## src/sv/ucdp_pkg.sv

```systemverilog
`timescale 1ns / 1ps
`default_nettype none
// ----------------------------------------------------------------------------
// ucdp_pkg
// Shared types and constants for the configuration descriptor parser.
// ----------------------------------------------------------------------------
package ucdp_pkg;

    localparam int unsigned PendDepth = 6;

    localparam logic [7:0] TypeInterface   = 8'd4;
    localparam logic [7:0] TypeEndpoint    = 8'd5;
    localparam logic [7:0] MinIfaceLen     = 8'd9;
    localparam logic [7:0] MinEpLen        = 8'd7;
    localparam logic [1:0] XferInterrupt   = 2'h3;
    localparam logic [7:0] DefaultInterval = 8'd10;

    typedef struct packed {
        logic [7:0]  intf_class;
        logic [7:0]  intf_subclass;
        logic [7:0]  intf_protocol;
        logic [7:0]  intf_number;
        logic [3:0]  ep_number;
        logic [15:0] ep_max_packet;
        logic [7:0]  ep_interval;
    } t_result;

endpackage : ucdp_pkg
`default_nettype wire

```

## src/sv/ucdp_walker.sv

```systemverilog
`timescale 1ns / 1ps
`default_nettype none
// ----------------------------------------------------------------------------
// ucdp_walker
// Descriptor walk state and latched interface / endpoint fields. One byte is
// folded into the state per accepted transaction.
// ----------------------------------------------------------------------------
module ucdp_walker (
    input  wire logic              i_clk,
    input  wire logic              i_rst_n,
    input  wire logic              i_en,
    input  wire logic [7:0]        i_data_byte,
    input  wire logic              i_last_byte,
    output ucdp_pkg::t_result      o_result
);
    import ucdp_pkg::*;

    logic [7:0] r_offset, n_offset;
    logic [7:0] r_length, n_length;
    logic [7:0] r_type,   n_type;
    logic       r_stopped, n_stopped;
    logic [7:0] r_pend [PendDepth];
    logic [7:0] n_pend [PendDepth];
    t_result    r_latch, n_latch;

    always_comb begin
        n_offset  = r_offset;
        n_length  = r_length;
        n_type    = r_type;
        n_stopped = r_stopped;
        n_pend    = r_pend;
        n_latch   = r_latch;
        if (!r_stopped) begin
            if (r_offset == 8'd0 && i_data_byte == 8'd0) begin
                // zero length: nothing more is parsed in this stream
                n_stopped = 1'b1;
            end else begin
                if (r_offset == 8'd0) begin
                    n_length = i_data_byte;
                    n_type   = 8'd0;
                    for (int k = 0; k < PendDepth; k++) begin
                        n_pend[k] = 8'd0;
                    end
                end else if (r_offset == 8'd1) begin
                    n_type = i_data_byte;
                end else begin
                    for (int k = 0; k < PendDepth; k++) begin
                        if (r_offset == 8'(k + 2)) begin
                            n_pend[k] = i_data_byte;
                        end
                    end
                end

                if ({1'b0, r_offset} + 9'd1 >= {1'b0, n_length}) begin
                    n_offset = 8'd0;
                    if (n_type == TypeInterface && n_length >= MinIfaceLen) begin
                        n_latch.intf_number   = n_pend[0];
                        n_latch.intf_class    = n_pend[3];
                        n_latch.intf_subclass = n_pend[4];
                        n_latch.intf_protocol = n_pend[5];
                    end
                    if (n_type == TypeEndpoint && n_length >= MinEpLen
                        && n_pend[1][1:0] == XferInterrupt && n_pend[0][7]) begin
                        n_latch.ep_number     = n_pend[0][3:0];
                        n_latch.ep_max_packet = {n_pend[3], n_pend[2]};
                        n_latch.ep_interval   = (n_pend[4] == 8'd0) ? DefaultInterval
                                                                    : n_pend[4];
                    end
                end else begin
                    n_offset = r_offset + 8'd1;
                end
            end
        end
    end

    assign o_result = n_latch;

    always_ff @(posedge i_clk) begin
        if (!i_rst_n || (i_en && i_last_byte)) begin
            r_offset  <= '0;
            r_length  <= '0;
            r_type    <= '0;
            r_stopped <= 1'b0;
            for (int k = 0; k < PendDepth; k++) begin
                r_pend[k] <= '0;
            end
            r_latch   <= '0;
        end else if (i_en) begin
            r_offset  <= n_offset;
            r_length  <= n_length;
            r_type    <= n_type;
            r_stopped <= n_stopped;
            r_pend    <= n_pend;
            r_latch   <= n_latch;
        end
    end

endmodule : ucdp_walker
`default_nettype wire

```

## src/sv/ucdp_out_reg.sv

```systemverilog
`timescale 1ns / 1ps
`default_nettype none
// ----------------------------------------------------------------------------
// ucdp_out_reg
// Result register with valid flag for the output channel.
// ----------------------------------------------------------------------------
module ucdp_out_reg (
    input  wire logic              i_clk,
    input  wire logic              i_rst_n,
    input  wire logic              i_load,
    input  wire ucdp_pkg::t_result i_result,
    input  wire logic              i_ready,
    output logic                   o_valid,
    output ucdp_pkg::t_result      o_result
);
    import ucdp_pkg::*;

    logic    r_valid;
    t_result r_result;

    always_ff @(posedge i_clk) begin
        if (!i_rst_n) begin
            r_valid <= 1'b0;
        end else if (i_load) begin
            r_valid <= 1'b1;
        end else if (i_ready) begin
            r_valid <= 1'b0;
        end
    end

    always_ff @(posedge i_clk) begin
        if (i_load) begin
            r_result <= i_result;
        end
    end

    assign o_valid  = r_valid;
    assign o_result = r_result;

endmodule : ucdp_out_reg
`default_nettype wire

```

## src/sv/usb_config_descriptor_parser.sv

```systemverilog
// Output: a result appears in the cycle after the byte flagged last is accepted.
// Throughput: 1 byte per cycle unless stalled; the walk state updates in the accept cycle.
// Only a last byte stalls, while a previous result is still held unaccepted.
// Reset (i_rst_n low, synchronous): walk state, latches and valid clear.
`timescale 1ns / 1ps
`default_nettype none
// ----------------------------------------------------------------------------
// usb_config_descriptor_parser
// Walks a configuration descriptor set byte by byte and reports the last
// complete interface descriptor and the last interrupt IN endpoint.
// ----------------------------------------------------------------------------
module usb_config_descriptor_parser (
    input  wire logic        i_clk,
    input  wire logic        i_rst_n,
    // input channel
    input  wire logic        i_valid,
    output logic             o_ready,
    input  wire logic [7:0]  i_data_byte,
    input  wire logic        i_last_byte,
    // output channel
    output logic             o_valid,
    input  wire logic        i_ready,
    output logic [7:0]       o_intf_class,
    output logic [7:0]       o_intf_subclass,
    output logic [7:0]       o_intf_protocol,
    output logic [7:0]       o_intf_number,
    output logic [3:0]       o_intr_ep_number,
    output logic [15:0]      o_intr_ep_max_packet,
    output logic [7:0]       o_intr_ep_interval
);
    import ucdp_pkg::*;

    logic    in_accept;
    logic    result_load;
    t_result walk_result;
    t_result out_result;

    // A non-last byte only touches the walk state, so it is always taken.
    // A last byte produces a result and needs the result register free,
    // or being emptied in the same cycle.
    assign o_ready     = !i_last_byte || !o_valid || i_ready;
    assign in_accept   = i_valid && o_ready;
    assign result_load = in_accept && i_last_byte;

    // Walk state: offset within the current descriptor, length, type,
    // stopped flag, bytes 2..7 and the latched fields. The result is taken
    // from the latches after the current byte is folded in; the walker
    // clears itself on the last byte of the stream.
    ucdp_walker u_walker (
        .i_clk       (i_clk),
        .i_rst_n     (i_rst_n),
        .i_en        (in_accept),
        .i_data_byte (i_data_byte),
        .i_last_byte (i_last_byte),
        .o_result    (walk_result)
    );

    // Result register separates the two channels.
    ucdp_out_reg u_out_reg (
        .i_clk    (i_clk),
        .i_rst_n  (i_rst_n),
        .i_load   (result_load),
        .i_result (walk_result),
        .i_ready  (i_ready),
        .o_valid  (o_valid),
        .o_result (out_result)
    );

    assign o_intf_class         = out_result.intf_class;
    assign o_intf_subclass      = out_result.intf_subclass;
    assign o_intf_protocol      = out_result.intf_protocol;
    assign o_intf_number        = out_result.intf_number;
    assign o_intr_ep_number     = out_result.ep_number;
    assign o_intr_ep_max_packet = out_result.ep_max_packet;
    assign o_intr_ep_interval   = out_result.ep_interval;

endmodule : usb_config_descriptor_parser
`default_nettype wire

```

## config.mk

```make
export PLATFORM = sky130hd
export DESIGN_NAME = usb_config_descriptor_parser
export DESIGN_NICKNAME = d
export VERILOG_FILES = /design/src/sv/ucdp_pkg.sv /design/src/sv/ucdp_walker.sv /design/src/sv/ucdp_out_reg.sv /design/src/sv/usb_config_descriptor_parser.sv
export SDC_FILE = /design/constraint.sdc
export NUM_CORES = 1
export LEC_CHECK = 0
export ABC_CLOCK_PERIOD_IN_PS = 6300
export BUFFER_PORTS_ARGS = -buffer_cell sky130_fd_sc_hd__buf_2
export CORE_UTILIZATION = 60
export CTS_CLUSTER_SIZE = 30
export DETAILED_ROUTE_END_ITERATION = 10
export GPL_TIMING_DRIVEN = 0
export PLACE_DENSITY = 0.76
export SETUP_SLACK_MARGIN = 0.15
export SLEW_MARGIN = 20
export SYNTH_ARGS = -nofsm -noshare
export SYNTH_HDL_FRONTEND = slang
export SYNTH_HIERARCHICAL = 1
export SYNTH_SLANG_ARGS = --single-unit
```

## constraint.sdc

```tcl
create_clock -name i_clk -period 6.3 [get_ports i_clk]
set_clock_uncertainty 0.2 [all_clocks]
set_input_delay 0.63 -clock i_clk [delete_from_list [all_inputs] [get_ports i_clk]]
set_output_delay 0.63 -clock i_clk [all_outputs]
set_load 0.01 [all_outputs]
```

==> flow_summary.json, run 1 <==
{
  "p_leak_nw": 4.158,
  "routed_via_density": 6.006,
  "synth_edf_count": 60,
  "antenna_found_initial": 1,
  "drv_slew": 0,
  "synthTopCellsByCount": "129 x nand2_1, 128 x dfxtp_1, 80 x nor2_1",
  "start_util": 0.6170,
  "multi_input_area_sq_mm": 0.004242,
  "post_route_cells_drive_above_1_share": 0.1960,
  "regArea_sq_mm": 0.004364,
  "antenna_left": 0,
  "routedWlPerCell_um": 19.16,
  "grt_start_max_net_pins": 25,
  "synthArstFlopShare": 0,
  "holdWs_ns": 0.2544,
  "synth_most_common_cell": "nand2_1",
  "io_buffers": 70,
  "yosys_warnings": 6,
  "synth-seq-cells": 188,
  "dp_hpwl_mm": 15.66,
  "fmax_mhz": 198.5,
  "grt-ovfl-total": 0,
  "grt_use_total": 0.3008,
  "num_rows": 44,
  "synth_cell_types": 61,
  "critPathLaunchType": "flop",
  "drc_errors": 0,
  "post_dp_cell_area_sq_mm": 0.009614,
  "cp-end-kind": "flop",
  "drt_first_pass_iters": 5,
  "crit_arrival_ns": 5.03,
  "syn_inst": 896,
  "hold_class": "input pin to flop",
  "fin_crit_sh": 0.7998,
  "synth_fp_nets": 921,
  "critPathMaxFanout": 10,
  "max_cap_viol_count": 0,
  "syn-cell-area_sq_mm": 0.008967,
  "syn2layout_area_growth_pct": 13.62,
  "grt_pass1_vias": 6904,
  "slowest_stage": "nor4_4",
  "hold_buffers": 0,
  "cts_setup_buffers": 0,
  "clockBufferDepth": 2,
  "finalSetupTns_ns": 0,
  "crit_chain": "inv_1 > ha_1 > clkbuf_1 > nand2b_1 > nor3_4 > buf_2 > mux2i_1 > ha_1 > o21ai_0 > o21a_1 > o221a_2 > nor4_4 > nand3_1 > buf_2 > mux2_2",
  "cts_tree": "built",
  "critPathKind": "flop to flop",
  "finalHoldViolations": 0,
  "synth_area_leaders": "dfxtp_1 29%, edfxtp_1 20%, mux2i_1 7.9%, nand2_1 5.4%, mux2_2 5.0%",
  "die_h_um": 124.3,
  "worstMarginPinSlew_ns": 0.9624,
  "htreeDepth": 4,
  "dp.cells": 1152,
  "power_density_mw_per_mm2": 251.5,
  "syn_avg_cell_area_sq_um": 10.01,
  "final_cells": 1184,
  "drt_iter0_drc": 703,
  "die-width_um": 124.3,
  "grt_setup_unrepaired": "no",
  "ir_drop_v": 0.0001781,
  "required_ns": 6.29,
  "fin_area_sq_mm": 0.01019,
  "synth_flop_cell": "dfxtp_1",
  "n_fill_cell": 1095,
  "synth_area_leader_cell": "dfxtp_1",
  "io_pins": 75,
  "slew_headroom": 0.3549,
  "outcome": "finished clean",
  "antennaDiodeCount": 0,
  "grt_pass1_wl_mm": 36.28,
  "cp_num_buf_inv": 4,
  "insertion_delay_ns": 0.44,
  "finalPower_mw": 2.562,
  "routed_wl_mm": 22.69,
  "crit_family": "simple AND/OR/NAND/NOR gates",
  "cts_inserted_buffers": 17,
  "setup_viol": 0,
  "vias": 7111,
  "place_congestion": 0.9283,
  "cts_resized": 0,
  "coreArea_sq_mm": 0.01453,
  "die_area_sq_mm": 0.01544,
  "nNetsFinal": 1012,
  "clock-sinks": 188,
  "period_minus_slack_ns": 5.039,
  "slowest_delay_ns": 0.47,
  "seq_area_frac_synth": 0.4867,
  "path_clk_slew_ns": 0.07,
  "synth_top_area_frac": 0.2858,
  "clockRootBuffer": "clkbuf_16"
}
==> layout make-up <==
| class | count | area share |
|---|---|---|
| plain buffers | 72 | 0.03217 |
| clock buffers | 20 | 0.04286 |
| clock inverters | 12 | 0.01351 |
| inverters | 12 | 0.004421 |
| multi-input cells | 624 | 0.4163 |
| flip-flops and latches | 188 | 0.4283 |
| well taps | 184 | 0.02260 |
| repair buffers | 72 | 0.03979 |
==> through the flow <==
step,utilization,setup WS [ns]
final,0.7010,1.261
after global placement,0.6569,0.7717
after CTS,0.7010,1.345
after detailed placement,0.6615,1.409
after floorplan,-,1.969
after global routing,0.7010,0.9686
==> kinds of logic after synthesis <==
| family | after synthesis | synth area share |
|---|---|---|
| AOI/OAI and AO/OA | 153 | 0.1129 |
| xor gates and xnor gates | 6 | 0.005860 |
| adders and majority gates | 12 | 0.01674 |
| buffers and inverters | 84 | 0.04158 |
| DFF | 188 | 0.4867 |
| muxes | 131 | 0.1630 |
| and+or+nand+nor | 322 | 0.1733 |
==> flip-flops by register name (all words and copies together) (netlist names) <==
name and cells:
u_walker/r_offset 8, u_walker/r_latch 60, u_out_reg/o_valid 1, u_walker/r_pend 42, u_walker/r_length 8, u_walker/r_stopped 1
u_walker/r_type 8, u_out_reg/o_result 60
==> worst paths after layout <==
kind	depth (start not counted)	slack, ns	end	start
max	15	1.26	u_out_reg/o_result[51]	u_walker/r_offset[0]
min	2	0.25	u_out_reg/o_valid	i_rst_n
max reg2reg	15	1.26	u_out_reg/o_result[51]	u_walker/r_offset[0]
min reg2reg	2	0.26	u_walker/r_pend[29]	u_walker/r_pend[29]
==> where the power goes <==
| group | total (mW) | switching, mW | internal (mW) |
|---|---|---|---|
| Sequential | 1.28 | 0.0122 | 1.27 |
| Clock | 1.06 | 0.473 | 0.589 |
| Combinational | 0.218 | 0.154 | 0.0639 |
| Total | 2.56 | 0.639 | 1.92 |
==> cells in the final DEF (no fill, tap or decap), types with 5 or more instances in the layout <==
cell       Yosys  layout
a22oi_1        9       9
nor3_1        29      29
a22o_1        18      18
mux2_4        20      20
nor2_1        80      80
a211oi_1      21      21
nor4_1         5       5
mux2i_1       71      71
mux2_2        40      40
buf_6          5       5
o32ai_1        8       8
and2_1         6       6
edfxtp_1      60      60
inv_1         12      12
o21ai_0       22      22
clkbuf_1      52      55
nand3_1       16      16
a21oi_1       50      49
buf_2         12      82
dfxtp_1      128     128
xor2_1         5       5
ha_1          12      12
clkbuf_16      0      17
nand2_1      129     129
nor2b_1        7       7
and3_1         6       6
nand2b_1      15      15
==> routing by layer <==
| layer | track usage | part of all wire |
|---|---|---|
| met1 | 0.3816 | 0.43 |
| met2 | 0.4888 | 0.47 |
| met3 | 0.07131 | 0.073 |
| met4 | 0.1311 | 0.028 |
| met5 | 0 | 0 |
(Power assumes the default switching activity.)
==> run 2: changes to the inputs <==
--- a/config.mk
+++ b/config.mk
@@ -5,7 +5,8 @@
 export SDC_FILE = /design/constraint.sdc
 export NUM_CORES = 1
 export LEC_CHECK = 0
-export ABC_CLOCK_PERIOD_IN_PS = 6300
+export ABC_AREA = 1
+export ABC_CLOCK_PERIOD_IN_PS = 5200
 export BUFFER_PORTS_ARGS = -buffer_cell sky130_fd_sc_hd__buf_2
 export CORE_UTILIZATION = 60
 export CTS_CLUSTER_SIZE = 30
==> constraint.sdc (replaced) <==
create_clock -name i_clk -period 5.2 [get_ports i_clk]
set_clock_uncertainty 0.2 [all_clocks]
set_input_delay 0.52 -clock i_clk [delete_from_list [all_inputs] [get_ports i_clk]]
set_output_delay 0.52 -clock i_clk [all_outputs]
set_load 0.01 [all_outputs]
==> run 2 against run 1 <==
- first-iteration DRC count grew 33%
- total power is 31% higher
- sequential share of layout area decreased by 0.89 points
- clock power is 24% higher
- die area increased by 2.7%
- sequential cell count did not move
- maximum frequency rose by 32%
- worst hold slack worse by 0.14 ns
- wire length is 9.2% higher
- critical path type unchanged
==> flow_summary.json, run 2 <==
{
  "crit_top_cell": "nand2_1",
  "period_minus_slack_ns": 3.811,
  "outcome": "finished clean",
  "fmax_mhz": 262.4,
  "ir_drop_v": 0.0002867,
  "routedWlPerCell_um": 16.14,
  "drv_slew": 0,
  "wl_met3_mm": 1.857,
  "die_h_um": 125.9,
  "grt_use_total": 0.3181,
  "grt_start_max_net_pins": 62,
  "dp_hpwl_mm": 17.43,
  "synth_cell_types": 34,
  "syn-cell-area_sq_mm": 0.009215,
  "insertion_delay_ns": 0.44,
  "syn_inst": 1245,
  "yosys_warnings": 6,
  "rr_worst_depth": 23,
  "critPathLaunchType": "flop",
  "drt_first_pass_iters": 8,
  "synth_top_area_frac": 0.2781,
  "grt-ovfl-total": 0,
  "synth_area_leader_cell": "dfxtp_1",
  "post_route_cells_drive_above_1_share": 0.1207,
  "cts_inserted_buffers": 17,
  "cts_resized": 0,
  "final_common_cell": "nand2_1",
  "worstMarginPinSlew_ns": 0.7902,
  "met2_length_mm": 11.42,
  "final_cell_mix": "277 x nand2_1, 173 x inv_1, 145 x nor2_1",
  "grt_pass1_vias": 7612,
  "synth_edf_count": 60,
  "finalHoldViolations": 0,
  "critPathMaxFanout": 10,
  "syn_avg_cell_area_sq_um": 7.402,
  "die-width_um": 125.9,
  "clockRootBuffer": "clkbuf_16",
  "p_clk_frac": 0.393,
  "cts_setup_buffers": 0,
  "synth_area_leaders": "dfxtp_1 28%, edfxtp_1 20%, nand2_1 11%, inv_1 7.1%, nor2_1 5.9%",
  "path_clk_slew_ns": 0.07,
  "max_cap_viol_count": 0,
  "hold_buffers": 0,
  "drt_iter0_drc": 935,
  "slowest_stage": "dfxtp_1",
  "switchingPower_mw": 0.9025,
  "synth-seq-cells": 188,
  "cellInternalPower_mw": 2.443,
  "die_area_sq_mm": 0.01586,
  "nNetsFinal": 1363,
  "clockBufferDepth": 2,
  "antennaDiodeCount": 0,
  "coreArea_sq_mm": 0.01475,
  "vias": 8575,
  "n_fill_cell": 1256,
  "io_buffers": 74,
  "finalSetupTns_ns": 0,
  "synth_most_common_cell": "nand2_1",
  "routed_via_density": 5.586,
  "start_util": 0.6246,
  "power_density_mw_per_mm2": 321.5,
  "p_seq_frac": 0.483,
  "seq_area_frac_synth": 0.4736,
  "synth_flop_cell": "dfxtp_1",
  "place_congestion": 0.9355,
  "num_rows": 44,
  "grt_pass1_wl_mm": 39.01,
  "io_pins": 75,
  "crit_arrival_ns": 3.80,
  "drc_errors": 0,
  "comb_power_share": 0.124,
  "crit_chain": "inv_1 > ha_1 > nand2_2 > inv_1 > nand2_1 > buf_6 > nand2_1 > o21ai_0 > inv_1 > ha_1 > nand2_1 > nor2_1 > a21boi_0 > nand2_1 > nand2_1 > nand2_1 > nand2_2 > clkinv_2 > nand3_4 > buf_2 > nand2_1 > nand2_1 > inv_1",
  "netSwitchingFraction": 0.2698,
  "final_core_util": 0.7051,
  "critPathKind": "flop to flop",
  "p_leak_nw": 4.951,
  "synthTopCellsByCount": "277 x nand2_1, 174 x inv_1, 145 x nor2_1",
  "fin_crit_sh": 0.7329,
  "antenna_found_initial": 0,
  "slowest_delay_ns": 0.41,
  "drt-met1-wl_mm": 10.65,
  "hold_class": "input pin to flop",
  "cts_tree": "built",
  "antenna_left": 0,
  "cp-end-kind": "flop",
  "slew_headroom": 0.4676,
  "required_ns": 5.19,
  "syn2layout_area_growth_pct": 12.90,
  "grt_setup_unrepaired": "no",
  "synthArstFlopShare": 0,
  "routed_wl_mm": 24.78,
  "synth_fp_nets": 1270,
  "highest_layer": "met4",
  "min_path_cells": 3,
  "setup_viol": 0,
  "htreeDepth": 4,
  "clock-sinks": 188
}
-- run 2: kinds of logic (layout without fill, tap and decap cells) --
kind of cell | Yosys count | count (layout) | synth area share
adders and majority gates | 12 | 12 | 0.01629
DFF | 188 | 188 | 0.4736
xor gates and xnor gates | 6 | 6 | 0.005703
AOI/OAI and AO/OA | 226 | 226 | 0.1264
buffers and inverters | 246 | 352 | 0.1100
and+or+nand+nor | 567 | 567 | 0.2680
-- run 2: metrics by stage --
stage | std cells | worst slack [ns] | cell area, sq um | power [mW] | hold WS (ns)
after floorplan | 1245 | 2.027 | 9215 | 1.926 | 0.2205
after global placement | 1503 | 1.486 | 9816 | 2.042 | 0.2350
after detailed placement | 1503 | 1.431 | 9818 | 2.051 | 0.2420
after CTS | 1535 | 1.407 | 10400 | 3.340 | 0.1112
after global routing | 1535 | 1.102 | 10400 | 3.454 | 0.1314
final | 1535 | 1.389 | 10400 | 3.345 | 0.1172
-- run 2: worst paths after layout --
kind / start / endpoint / slack, ns
setup / recovery: u_walker/r_offset[0] / u_out_reg/o_result[10] / 1.39
hold / removal: i_rst_n / u_out_reg/o_valid / 0.12
setup reg to reg: u_walker/r_offset[0] / u_out_reg/o_result[10] / 1.39
hold reg to reg: u_walker/r_type[7] / u_walker/r_type[7] / 0.25
-- run 2: final cells by class --
| cell class | instances | area, sq um | share of cell area |
|---|---|---|---|
| Clock inverter | 11 | 135.1 | 0.01299 |
| Sequential cell | 188 | 4364 | 0.4195 |
| Tap cell | 184 | 230.2 | 0.02213 |
| Timing Repair Buffer | 74 | 370.4 | 0.03560 |
| Buffer | 70 | 349.1 | 0.03355 |
| Multi-Input combinational cell | 811 | 3837 | 0.3689 |
| Clock buffer | 21 | 450.4 | 0.04330 |
| Inverter | 176 | 666.9 | 0.06410 |
-- run 2: per-layer routing --
| layer | vias up | track usage |
|---|---|---|
| li1 | 4198 | - |
| met1 | 3930 | 0.4195 |
| met2 | 383 | 0.5190 |
| met3 | 64 | 0.04800 |
| met4 | 0 | 0.1432 |
| met5 | - | 0 |
-- run 2: power by group through the flow --
stage	Clock (mW)	Sequential [mW]	Combinational, mW
floorplan	0	1.66	0.268
finish	1.31	1.62	0.415
CTS	1.32	1.62	0.408
global route	1.37	1.62	0.459
global placement	0	1.65	0.395
detailed placement	0	1.65	0.404
-- run 2: worst max-delay path, delay by kind of cell (launching register included) --
family | cells | cell delay [ns]
compound gates | 2 | 0.26
flops | 1 | 0.41
simple gates | 12 | 1.17
fa+ha+maj | 2 | 0.54
buf+inv | 7 | 0.98
==> run 3: changes to the inputs <==
--- a/config.mk
+++ b/config.mk
@@ -6,13 +6,13 @@
 export NUM_CORES = 1
 export LEC_CHECK = 0
 export ABC_AREA = 1
-export ABC_CLOCK_PERIOD_IN_PS = 5200
+export ABC_CLOCK_PERIOD_IN_PS = 3100
 export BUFFER_PORTS_ARGS = -buffer_cell sky130_fd_sc_hd__buf_2
-export CORE_UTILIZATION = 60
+export CORE_UTILIZATION = 54
 export CTS_CLUSTER_SIZE = 30
 export DETAILED_ROUTE_END_ITERATION = 10
 export GPL_TIMING_DRIVEN = 0
-export PLACE_DENSITY = 0.76
+export PLACE_DENSITY = 0.72
 export SETUP_SLACK_MARGIN = 0.15
 export SLEW_MARGIN = 20
 export SYNTH_ARGS = -nofsm -noshare
==> constraint.sdc (replaced) <==
create_clock -name i_clk -period 3.1 [get_ports i_clk]
set_clock_uncertainty 0.2 [all_clocks]
set_input_delay 0.31 -clock i_clk [delete_from_list [all_inputs] [get_ports i_clk]]
set_output_delay 0.31 -clock i_clk [all_outputs]
set_load 0.01 [all_outputs]
==> run 3 against run 2 <==
- the flow now finishes with violations (setup timing)
- maximum frequency grew 16%
- highest routed layer unchanged
- non-clock buffer count up 51
- critical endpoint is now u_out_reg/o_result[56]
- sequential share of layout area down 5.8 points
- critical path type unchanged
- global-route usage down 1.7 points
- worst hold slack improved by 0.083 ns
- core utilization rose by 2.3 points
- first-iteration DRC count up 8.0%
- clock-buffer cell count fell by 1
- critical path depth fell by 2
==> flow_summary.json, run 3 (synthesis results as in run 2) <==
{
  "outcome": "complete, but fails checks",
  "violations": "setup timing",
  "drv_slew": 0,
  "critPathMaxFanout": 8,
  "vias": 9232,
  "rr_worst_depth": 21,
  "hold_start": "i_data_byte[7]",
  "cts_tree": "built",
  "critPathLaunchType": "flop",
  "required_ns": 3.09,
  "finalSetupTns_ns": -12.92,
  "drc_errors": 0,
  "coreArea_sq_mm": 0.01664,
  "syn2layout_area_growth_pct": 31.54,
  "grt_pass1_vias": 8021,
  "grt_pass1_wl_mm": 41.14,
  "p_leak_nw": 5.353,
  "slew_headroom": 0.3726,
  "power_density_mw_per_mm2": 483.4,
  "min_path_cells": 5,
  "io_pins": 75,
  "final_common_cell": "nand2_1",
  "grt_start_max_net_pins": 62,
  "grt_setup_unrepaired": "yes",
  "path_clk_slew_ns": 0.07,
  "post_route_cells_drive_above_1_share": 0.3131,
  "clockRootBuffer": "clkbuf_16",
  "clock-sinks": 188,
  "critPathKind": "flop to flop",
  "grt-ovfl-total": 0,
  "crit_arrival_ns": 3.26,
  "place_congestion": 0.9266,
  "grt_use_total": 0.3014,
  "die_area_sq_mm": 0.01759,
  "final_core_util": 0.7284,
  "worst_slack_ns": -0.1718,
  "hold_end": "u_walker/r_pend[23]",
  "final_cell_mix": "164 x nand2_1, 144 x inv_1, 141 x nor2_1",
  "nNetsFinal": 1414,
  "hold_class": "input pin to flop",
  "wl_met3_mm": 2.285,
  "r2r_end": "u_out_reg/o_result[56]",
  "fin_area_sq_mm": 0.01212,
  "finalHoldViolations": 0,
  "cp-end-kind": "flop",
  "worstMarginPinSlew_ns": 0.9313,
  "met2_length_mm": 13.94,
  "drt_iter0_drc": 1010,
  "ir_drop_v": 0.0003702,
  "place_ws_ns": -0.2796,
  "insertion_delay_ns": 0.43,
  "drt_first_pass_iters": 8,
  "max_cap_viol_count": 0,
  "worst-r2r-setup-slack_ns": -0.17,
  "die_h_um": 132.6,
  "post_dp_cell_area_sq_mm": 0.009892,
  "num_rows": 47,
  "fmax_mhz": 305.6,
  "start_util": 0.5537,
  "r2r-start": "u_walker/r_offset[1]",
  "antenna_left": 0,
  "routed_via_density": 5.692,
  "htreeDepth": 4,
  "final_cells": 1622,
  "finalPower_mw": 5.859,
  "cts_inserted_buffers": 17,
  "dp.cells": 1539,
  "die-width_um": 132.6,
  "routedWlPerCell_um": 17.88,
  "highest_layer": "met4",
  "io_buffers": 74,
  "holdWs_ns": 0.2004,
  "critPathLaunch": "u_walker/r_offset[1]",
  "antennaDiodeCount": 0,
  "setup_viol": 120,
  "antenna_found_initial": 0,
  "fin_crit_sh": 1.055,
  "period_minus_slack_ns": 3.272,
  "routed_wl_mm": 29.00,
  "dp_hpwl_mm": 17.51,
  "drt-met1-wl_mm": 11.45,
  "clockBufferDepth": 2
}
run 3: worst max-delay path: stages (launching register included):
cell and delay [ns]:
dfxtp_4 0.37, inv_4 0.09, ha_4 0.14, nand2_4 0.06
nor2_4 0.18, buf_6 0.17, nand2_2 0.07, o21ai_2 0.10
inv_2 0.10, ha_4 0.28, nand2_4 0.05, nor2_4 0.10
nand4_1 0.09, nand3_1 0.11, inv_2 0.05, nand2_4 0.10
nand2_8 0.08, clkinv_8 0.10, nand3_4 0.21, buf_12 0.24
nand2_4 0.06, nand2_2 0.06
run 3: cell type report:
| type | count | area (sq um) |
|---|---|---|
| Clock inverter | 12 | 133.9 |
| Fill cell | 1208 | 4521 |
| Tap cell | 220 | 275.3 |
| Inverter | 176 | 685.7 |
| Clock buffer | 20 | 446.7 |
| Sequential cell | 188 | 4379 |
| Multi-Input combinational cell | 811 | 4935 |
| Timing Repair Buffer | 126 | 840.8 |
| Buffer | 69 | 425.4 |
run 3: how the worst max path moves through the flow:
stage | endpoint | slack, ns | cells past startpoint
final | u_out_reg/o_result[56] | -0.17 | 21
after global routing | u_walker/r_latch[39] | -0.28 | 23
after CTS | u_out_reg/o_result[28] | 0.01 | 17
after detailed placement | u_out_reg/o_result[54] | -0.28 | 21
after global placement | u_out_reg/o_result[29] | -0.26 | 23
after floorplan | u_out_reg/o_result[10] | 0.17 | 23
run 3: report_power, final:
| group | leakage [nW] | switching [mW] | internal (mW) | total (mW) |
|---|---|---|---|---|
| clock network | 0.284 | 0.961 | 1.22 | 2.18 |
| registers | 1.62 | 0.0563 | 2.66 | 2.72 |
| logic | 3.45 | 0.627 | 0.332 | 0.959 |
| total | 5.35 | 1.64 | 4.22 | 5.86 |
run 3: repair_timing:
item                                   4_1_cts  5_1_grt
hold buffers                                 2        0
cloned                                       7        2
setup endpoints to repair                  128      158
pin swaps                                   23       51
endpoints found under the hold margin        1        0
resized for setup                          122      236
buffers inserted                            29       12
run 3: routing by layer:
metal / vias up / global-route usage
met2: 482 / 0.4772
met4: 0 / 0.1622
li1: 4301 / -
met5: - / 0
met1: 4328 / 0.3908
met3: 121 / 0.05670
